**config.mk**
```make
export PLATFORM = sky130hd
export DESIGN_NAME = sorted_key_table_insert_delete
export DESIGN_NICKNAME = d
export VERILOG_FILES = /design/src/rtl/core/skt_pkg.sv /design/src/rtl/core/sorted_key_table_insert_delete.sv /design/src/rtl/core/skt_ram.sv /design/src/rtl/core/skt_seq.sv
export SDC_FILE = /design/constraint.sdc
export NUM_CORES = 2
export LEC_CHECK = 0
export BUFFER_PORTS_ARGS = -buffer_cell sky130_fd_sc_hd__buf_2
export CORE_ASPECT_RATIO = 1.2
export CORE_MARGIN = 3
export CORE_UTILIZATION = 50
export DETAILED_ROUTE_END_ITERATION = 16
export PLACE_DENSITY = 0.65
export SLEW_MARGIN = 0
export SYNTH_ARGS = -nofsm -noshare
export SYNTH_HDL_FRONTEND = slang
export SYNTH_SLANG_ARGS = --single-unit
```
**constraint.sdc**
```tcl
create_clock -name clk_i -period 6.2 [get_ports clk_i]
set_input_delay 0.62 -clock clk_i [delete_from_list [all_inputs] [get_ports clk_i]]
set_output_delay 0.62 -clock clk_i [all_outputs]
set_load 0.1 [all_outputs]
```
**src/rtl/core/skt_pkg.sv**
```systemverilog
`default_nettype none

package skt_pkg;

  // Default table depth
  localparam int unsigned CAPACITY = 64;

  // Fixed field widths
  localparam int unsigned KEY_W    = 32;
  localparam int unsigned PAY_W    = 32;
  localparam int unsigned TOTAL_W  = 7;
  localparam int unsigned STATUS_W = 2;

  typedef enum logic {
    OP_INSERT = 1'b0,
    OP_DELETE = 1'b1
  } op_e;

  typedef enum logic [STATUS_W-1:0] {
    ST_DONE      = 2'd0,
    ST_NOT_FOUND = 2'd1,
    ST_EMPTY     = 2'd2,
    ST_FULL      = 2'd3
  } status_e;

  // Result transfer from the sequencer
  typedef struct packed {
    logic                 strobe;
    status_e              status;
    logic [TOTAL_W-1:0]   total;
  } resp_t;

endpackage

`default_nettype wire

```
**src/rtl/core/sorted_key_table_insert_delete.sv**
```systemverilog
`default_nettype none

// Sorted key table: holds up to CAPACITY records (signed 32-bit key, 32-bit
// payload) in ascending key order in two single-read-port RAMs. A command is
// taken when start is high and busy is low; its result (status, entry total)
// appears on the result ports for one cycle with result_valid_o and cannot be
// held off by the receiver. Full-table inserts and empty-table deletes answer
// in the cycle after the transfer. An insert walks down from the top of the
// table, shifting each entry whose key is not below the new key; a delete
// scans the whole held table. The RAM read port visits one entry per cycle
// during a walk, and its read data is registered. The stores need no clearing
// pass after reset: only held entries are ever read.
module sorted_key_table_insert_delete #(
  parameter int unsigned CAPACITY = skt_pkg::CAPACITY
) (
  input  wire logic                                 clk_i,
  input  wire logic                                 rst_ni,
  input  wire logic                                 start,
  output logic                                      busy,
  input  wire logic                                 operation_i,
  input  wire logic signed [skt_pkg::KEY_W-1:0]     record_key_i,
  input  wire logic        [skt_pkg::PAY_W-1:0]     record_payload_i,
  output logic                                      result_valid_o,
  output logic             [skt_pkg::STATUS_W-1:0]  status_o,
  output logic             [skt_pkg::TOTAL_W-1:0]   entry_total_o
);

  localparam int unsigned AW = $clog2(CAPACITY);

  logic                             rd_en;
  logic        [AW-1:0]             rd_addr;
  logic signed [skt_pkg::KEY_W-1:0] rd_key;
  logic        [skt_pkg::PAY_W-1:0] rd_pay;
  logic                             wr_en;
  logic        [AW-1:0]             wr_addr;
  logic        [skt_pkg::KEY_W-1:0] wr_key;
  logic        [skt_pkg::PAY_W-1:0] wr_pay;
  skt_pkg::resp_t                   resp;

  skt_seq #(
    .CAPACITY (CAPACITY)
  ) u_seq (
    .clk_i            (clk_i),
    .rst_ni           (rst_ni),
    .start_i          (start),
    .operation_i      (operation_i),
    .record_key_i     (record_key_i),
    .record_payload_i (record_payload_i),
    .busy_o           (busy),
    .rd_en_o          (rd_en),
    .rd_addr_o        (rd_addr),
    .rd_key_i         (rd_key),
    .rd_pay_i         (rd_pay),
    .wr_en_o          (wr_en),
    .wr_addr_o        (wr_addr),
    .wr_key_o         (wr_key),
    .wr_pay_o         (wr_pay),
    .resp_o           (resp)
  );

  // Key store
  skt_ram #(
    .WIDTH (skt_pkg::KEY_W),
    .DEPTH (CAPACITY)
  ) u_key_store (
    .clk_i   (clk_i),
    .we_i    (wr_en),
    .waddr_i (wr_addr),
    .wdata_i (wr_key),
    .re_i    (rd_en),
    .raddr_i (rd_addr),
    .rdata_o (rd_key)
  );

  // Payload store
  skt_ram #(
    .WIDTH (skt_pkg::PAY_W),
    .DEPTH (CAPACITY)
  ) u_payload_store (
    .clk_i   (clk_i),
    .we_i    (wr_en),
    .waddr_i (wr_addr),
    .wdata_i (wr_pay),
    .re_i    (rd_en),
    .raddr_i (rd_addr),
    .rdata_o (rd_pay)
  );

  assign result_valid_o = resp.strobe;
  assign status_o       = resp.status;
  assign entry_total_o  = resp.total;

  // A result only appears once the sequencer is back at rest
  a_result_idle: assert property (@(posedge clk_i) disable iff (!rst_ni)
    result_valid_o |-> !busy)
    else $error("result while busy");

  // Every accepted command either keeps the sequencer busy or answers at once
  a_accept_progress: assert property (@(posedge clk_i) disable iff (!rst_ni)
    (start && !busy) |=> (busy || result_valid_o))
    else $error("accepted command made no progress");

  // A refused insert reports a full table
  a_full_total: assert property (@(posedge clk_i) disable iff (!rst_ni)
    (result_valid_o && (status_o == skt_pkg::ST_FULL)) |->
      (entry_total_o == skt_pkg::TOTAL_W'(CAPACITY)))
    else $error("full status with wrong total");

  // An empty-table refusal reports zero records
  a_empty_total: assert property (@(posedge clk_i) disable iff (!rst_ni)
    (result_valid_o && (status_o == skt_pkg::ST_EMPTY)) |-> (entry_total_o == '0))
    else $error("empty status with non-zero total");

endmodule

`default_nettype wire

```
**src/rtl/core/skt_ram.sv**
```systemverilog
`default_nettype none

module skt_ram #(
  parameter int unsigned WIDTH = 32,
  parameter int unsigned DEPTH = 64
) (
  input  wire logic                     clk_i,
  input  wire logic                     we_i,
  input  wire logic [$clog2(DEPTH)-1:0] waddr_i,
  input  wire logic [WIDTH-1:0]         wdata_i,
  input  wire logic                     re_i,
  input  wire logic [$clog2(DEPTH)-1:0] raddr_i,
  output logic      [WIDTH-1:0]         rdata_o
);

  logic [WIDTH-1:0] mem_q [DEPTH];

  // Write port
  always_ff @(posedge clk_i) begin
    if (we_i) begin
      mem_q[waddr_i] <= wdata_i;
    end
  end

  // Registered read port
  always_ff @(posedge clk_i) begin
    if (re_i) begin
      rdata_o <= mem_q[raddr_i];
    end
  end

endmodule

`default_nettype wire

```
**src/rtl/core/skt_seq.sv**
```systemverilog
`default_nettype none

module skt_seq #(
  parameter int unsigned CAPACITY = skt_pkg::CAPACITY,
  localparam int unsigned AW = $clog2(CAPACITY),
  localparam int unsigned CW = $clog2(CAPACITY + 1)
) (
  input  wire logic                               clk_i,
  input  wire logic                               rst_ni,
  input  wire logic                               start_i,
  input  wire logic                               operation_i,
  input  wire logic signed [skt_pkg::KEY_W-1:0]   record_key_i,
  input  wire logic        [skt_pkg::PAY_W-1:0]   record_payload_i,
  output logic                                    busy_o,
  output logic                                    rd_en_o,
  output logic             [AW-1:0]               rd_addr_o,
  input  wire logic signed [skt_pkg::KEY_W-1:0]   rd_key_i,
  input  wire logic        [skt_pkg::PAY_W-1:0]   rd_pay_i,
  output logic                                    wr_en_o,
  output logic             [AW-1:0]               wr_addr_o,
  output logic             [skt_pkg::KEY_W-1:0]   wr_key_o,
  output logic             [skt_pkg::PAY_W-1:0]   wr_pay_o,
  output skt_pkg::resp_t                          resp_o
);

  typedef enum logic [2:0] {
    S_IDLE  = 3'b001,
    S_WALK  = 3'b010,
    S_PLACE = 3'b100
  } state_e;

  state_e                              state_q, state_d;
  logic                                op_q, op_d;
  logic signed [skt_pkg::KEY_W-1:0]    key_q, key_d;
  logic        [skt_pkg::PAY_W-1:0]    pay_q, pay_d;
  logic        [CW-1:0]                count_q, count_d;
  logic        [AW-1:0]                ptr_q, ptr_d;
  logic                                issue_q, issue_d;
  logic                                rvld_q, rvld_d;
  logic        [AW-1:0]                eidx_q, eidx_d;
  logic                                found_q, found_d;
  logic        [AW-1:0]                pos_q, pos_d;
  skt_pkg::resp_t                      resp_q, resp_d;
  logic        [AW-1:0]                last_idx;
  logic                                hit;

  assign last_idx = AW'(count_q - CW'(1));
  assign hit      = !found_q && (rd_key_i == key_q);
  assign busy_o   = (state_q != S_IDLE);
  assign resp_o   = resp_q;

  always_comb begin
    state_d     = state_q;
    op_d        = op_q;
    key_d       = key_q;
    pay_d       = pay_q;
    count_d     = count_q;
    ptr_d       = ptr_q;
    issue_d     = issue_q;
    rvld_d      = 1'b0;
    eidx_d      = eidx_q;
    found_d     = found_q;
    pos_d       = pos_q;
    resp_d      = '0;
    resp_d.status = skt_pkg::ST_DONE;
    rd_en_o     = 1'b0;
    rd_addr_o   = ptr_q;
    wr_en_o     = 1'b0;
    wr_addr_o   = pos_q;
    wr_key_o    = key_q;
    wr_pay_o    = pay_q;

    unique case (state_q)
      S_IDLE: begin
        // Take the command and sort out the trivial cases at once
        if (start_i) begin
          op_d    = operation_i;
          key_d   = record_key_i;
          pay_d   = record_payload_i;
          found_d = 1'b0;
          if (operation_i == skt_pkg::OP_INSERT) begin
            if (count_q == CW'(CAPACITY)) begin
              resp_d.strobe = 1'b1;
              resp_d.status = skt_pkg::ST_FULL;
            end else if (count_q == '0) begin
              pos_d   = '0;
              state_d = S_PLACE;
            end else begin
              ptr_d   = last_idx;
              issue_d = 1'b1;
              state_d = S_WALK;
            end
          end else begin
            if (count_q == '0) begin
              resp_d.strobe = 1'b1;
              resp_d.status = skt_pkg::ST_EMPTY;
            end else begin
              ptr_d   = '0;
              issue_d = 1'b1;
              state_d = S_WALK;
            end
          end
        end
      end

      S_WALK: begin
        // Issue the next read: downwards for insert, upwards for delete
        if (issue_q) begin
          rd_en_o = 1'b1;
          rvld_d  = 1'b1;
          eidx_d  = ptr_q;
          if (op_q == skt_pkg::OP_INSERT) begin
            if (ptr_q == '0) begin
              issue_d = 1'b0;
            end else begin
              ptr_d = ptr_q - AW'(1);
            end
          end else begin
            if (ptr_q == last_idx) begin
              issue_d = 1'b0;
            end else begin
              ptr_d = ptr_q + AW'(1);
            end
          end
        end

        // Evaluate the entry read in the previous cycle
        if (rvld_q) begin
          if (op_q == skt_pkg::OP_INSERT) begin
            wr_en_o = 1'b1;
            wr_addr_o = eidx_q + AW'(1);
            if (rd_key_i >= key_q) begin
              // Shift this entry up one place
              wr_key_o = rd_key_i;
              wr_pay_o = rd_pay_i;
              if (eidx_q == '0) begin
                pos_d   = '0;
                issue_d = 1'b0;
                rvld_d  = 1'b0;
                state_d = S_PLACE;
              end
            end else begin
              // Drop the new record into the opened slot
              count_d       = count_q + CW'(1);
              resp_d.strobe = 1'b1;
              resp_d.status = skt_pkg::ST_DONE;
              issue_d       = 1'b0;
              rvld_d        = 1'b0;
              state_d       = S_IDLE;
            end
          end else begin
            // Close the gap behind the removed entry
            if (found_q) begin
              wr_en_o   = 1'b1;
              wr_addr_o = eidx_q - AW'(1);
              wr_key_o  = rd_key_i;
              wr_pay_o  = rd_pay_i;
            end
            found_d = found_q || hit;
            if (eidx_q == last_idx) begin
              resp_d.strobe = 1'b1;
              if (found_q || hit) begin
                count_d       = count_q - CW'(1);
                resp_d.status = skt_pkg::ST_DONE;
              end else begin
                resp_d.status = skt_pkg::ST_NOT_FOUND;
              end
              issue_d = 1'b0;
              rvld_d  = 1'b0;
              state_d = S_IDLE;
            end
          end
        end
      end

      S_PLACE: begin
        // Write the new record at the bottom of the table
        wr_en_o       = 1'b1;
        wr_addr_o     = pos_q;
        count_d       = count_q + CW'(1);
        resp_d.strobe = 1'b1;
        resp_d.status = skt_pkg::ST_DONE;
        state_d       = S_IDLE;
      end

      default: begin
        state_d = S_IDLE;
      end
    endcase

    resp_d.total = skt_pkg::TOTAL_W'(count_d);
  end

  // Control state
  always_ff @(posedge clk_i or negedge rst_ni) begin
    if (!rst_ni) begin
      state_q <= S_IDLE;
      count_q <= '0;
      issue_q <= 1'b0;
      rvld_q  <= 1'b0;
      found_q <= 1'b0;
      resp_q  <= '0;
    end else begin
      state_q <= state_d;
      count_q <= count_d;
      issue_q <= issue_d;
      rvld_q  <= rvld_d;
      found_q <= found_d;
      resp_q  <= resp_d;
    end
  end

  // Command and walk registers
  always_ff @(posedge clk_i) begin
    op_q   <= op_d;
    key_q  <= key_d;
    pay_q  <= pay_d;
    ptr_q  <= ptr_d;
    eidx_q <= eidx_d;
    pos_q  <= pos_d;
  end

endmodule

`default_nettype wire

```
==> results.yml <==
power:
  p_leak_nw: 28.7
  p_total_mw: 38.6
  p_per_area_nw_per_um2: 416
  peakVddDrop_v: 0.000564
clocking:
  cts.sinks: 2141
  cts_setup_buffers: 0
  clockBufferDepth: 3
  worstSkewPairLatency_ns: 0.82
  cts_buffers: 194
  clk_pin_slew_ns: 0.06
  h-tree-depth: 4
  tritoncts: "yes"
  cts_root_buffer: "clkbuf_16"
min_path:
  hp-start: "record_key_i[7]"
  min_to: "u_seq.key_q[7]$_DFFE_PP_"
  min_delay_path_depth: 1
  hold_path.class: "in2reg"
setup_path:
  r2r_slack_ns: 1.57
  r2r_start: "u_key_store.rdata_o[31]$_DFFE_PP_"
  cp_slowest_cell: "mux2_2"
  startpoint: "u_key_store.rdata_o[31]$_DFFE_PP_"
  timing.critical_path.buf_inv: 1
  r2r_end: "u_key_store.mem_q[26][31]$_DFFE_PP_"
  cp_max_fo: 64
  crit_family: "simple AND/OR/NAND/NOR gates"
  arrival_ns: 5.08
  worstPathRequired_ns: 6.65
  r2r_cells: 9
  max_stage_delay_ns: 1.03
  path_cells: "ha_1, nand3_1, or4_1, nand2b_1, a32oi_1, nor4_1, nand2b_2, buf_4, mux2_2"
  crit_type: "reg2reg"
  cp-end-kind: "flip-flop"
  cp-start-kind: "flip-flop"
timing:
  period_minus_slack_ns: 4.63
  fmax_ghz: 0.216
  skew_ns: 0.0279
  rsz0062_at_grt: "false"
  fin_ws_ns: 1.57
  post-route-period-util_pct: 74.7
  setup_viol: 0
  final_hold_viol_count: 0
  max-slew-margin-rel_pct: 11.5
  finalSetupTns_ns: 0
  tightest_slew_ns: 1.33
  drv_slew: 0
placed_design:
  routabilityCongestion: 0.820
  numPortBuffers: 46
  dp_hpwl_um: 104000
  place_ws_ns: 1.62
  place_inst: 5515
synth:
  synthXorXnorAreaFrac_pct: 0.365
  synth_top_cell_by_area: "edfxtp_1"
  yosys_warnings: 0
  synth-adder-area-share_pct: 0.627
  yosys.area_share.simple_pct: 1.03
  ys_ff_latch: 2141
  yosysTopAreaCellShare_pct: 76.8
  netlist_area_sq_um: 83000
  syn_nets: 3513
  yosysSeqAreaShare_pct: 77.3
  synth_top_family_by_area: "multiplexers"
  syn_avg_cell_area_sq_um: 24.4
  ys.flop_type: "edfxtp_1"
  async_reset_ff_share_pct: 0.747
  synth_compound_area_share_pct: 0.646
  netlist_instances: 3404
  synth_area_leaders: "edfxtp_1, mux4_2, ha_1"
  yosys.cell_types.count: 56
  muxShareOfSynthArea_pct: 18.8
  synth-edff-count: 2125
global_routing:
  grt-ovfl-total: 0
  grt_pass1_vias: 37800
  antenna_found_initial: 15
  grt_pass1_wl_um: 261000
  grt_max_degree: 116
  grtUsageTotal_pct: 21.3
drt:
  wire_per_inst_um: 30.2
  num_vias: 36000
  remaining_drc_errors: 0
  drtPass1Iterations: 5
  ant_nets: 0
  viasPerCell: 6.10
  drtIter0Drc: 3853
  wirelength_um: 179000
cells_and_area:
  final_util_pct: 56.4
  drive_above_1_share_pct: 31.6
  fill_cells: 11800
  layout_commonest_cell: "edfxtp_1"
  fin_cells: 5906
  layout-area-overhead-vs-synth_pct: 11.9
  final_cell_mix: "edfxtp_1, mux4_2, clkbuf_16"
  nNetsFinal: 3705
job:
  drv_cap: 0
die:
  dieArea_sq_um: 171000
  die_x_um: 378
  num_rows: 163
  chipHeight_um: 452
  core_region_area_sq_um: 165000
  start_util_pct: 50.4
  io_pins: 79
outcome:
  status: "complete, no violations"
-- per-layer routing --
| layer | share of wire, % | GRT usage (%) |
|---|---|---|
| met1 | 40 | 28.9 |
| met2 | 51 | 35.4 |
| met3 | 7.0 | 4.61 |
| met4 | 2.1 | 5.56 |
| met5 | 0.019 | 0 |
-- synthesized netlist by cell type, types with 19 or more instances --
library cell,instances
edfxtp_1,2125
mux4_2,672
clkbuf_1,86
nor2_1,81
inv_1,43
ha_1,40
buf_1,36
mux2_4,30
buf_2,29
nand2_1,26
a21oi_1,25
o21ai_0,19
-- cell families after synthesis --
family	count (synthesis)
flops	2141
mux	707
buf+inv	217
simple gates	180
compound gates	85
fa+ha+maj	41
xor+xnor	33
-- worst max path at each step --
stage / to / slack (ns) / cells past startpoint
detailed placement: u_key_store.mem_q[26][31]$_DFFE_PP_ / 1.62 / 9
global placement: u_key_store.mem_q[16][31]$_DFFE_PP_ / 1.73 / 9
floorplan: u_key_store.mem_q[24][0]$_DFFE_PP_ / 2.28 / 11
finish: u_key_store.mem_q[26][31]$_DFFE_PP_ / 1.57 / 9
CTS: u_key_store.mem_q[27][31]$_DFFE_PP_ / 1.60 / 9
global route: u_key_store.mem_q[55][31]$_DFFE_PP_ / 1.33 / 9
-- through the flow --
step           area, sq um  hold slack (ns)
2_1_floorplan        83000            0.324
3_3_place_gp         86500            0.485
3_5_place_dp         86500            0.489
4_1_cts              92900          0.00470
5_1_grt              92900           0.0357
6_report             92900           0.0817
-- flip-flops by register name, summed over array words and instances, names as in the netlist --
register and count:
u_seq.issue_q 1, u_seq.eidx_q 6, u_seq.op_q 1, u_key_store.rdata_o 32, u_seq.rvld_q 1, u_key_store.mem_q 2048
u_seq.rd_addr_o 6, u_seq.state_q 3, u_seq.found_q 1, u_seq.key_q 32, u_seq.count_q 7, u_seq.resp_o 3
-- worst register-to-register path, delay by kind of cell (launching register included) --
family / cells / cell delay (ns)
adders and majority gates: 1 / 0.32
AOI/OAI and AO/OA: 1 / 0.57
muxes: 1 / 1.05
buffers and inverters: 1 / 0.36
and+or+nand+nor: 5 / 1.53
DFF: 1 / 0.39
-- cell type report --
class	instances	area (sq um)	area share [%]
clock inverter	116	1030	1.10
timing repair buffer	170	1360	1.47
tap	2145	2680	2.89
clock buffer	243	5120	5.51
sequential	2141	64200	69.1
antenna	2	5.00	0.00539
inverter	43	161	0.174
multi-input combinational	1046	18300	19.7
-- what timing repair did --
item / 4_1_cts / 5_1_grt
gates resized for setup: 0 / 0
hold endpoints to repair: 44 / 0
hold buffers: 30 / 0
-- where the power goes --
part / total [mW] / internal [mW] / switching (mW)
sequential: 17.1 / 16.9 / 0.215
clock: 11.7 / 6.53 / 5.13
combinational: 9.87 / 4.44 / 5.43
No activity file was read; power rests on OpenSTA's default activity.
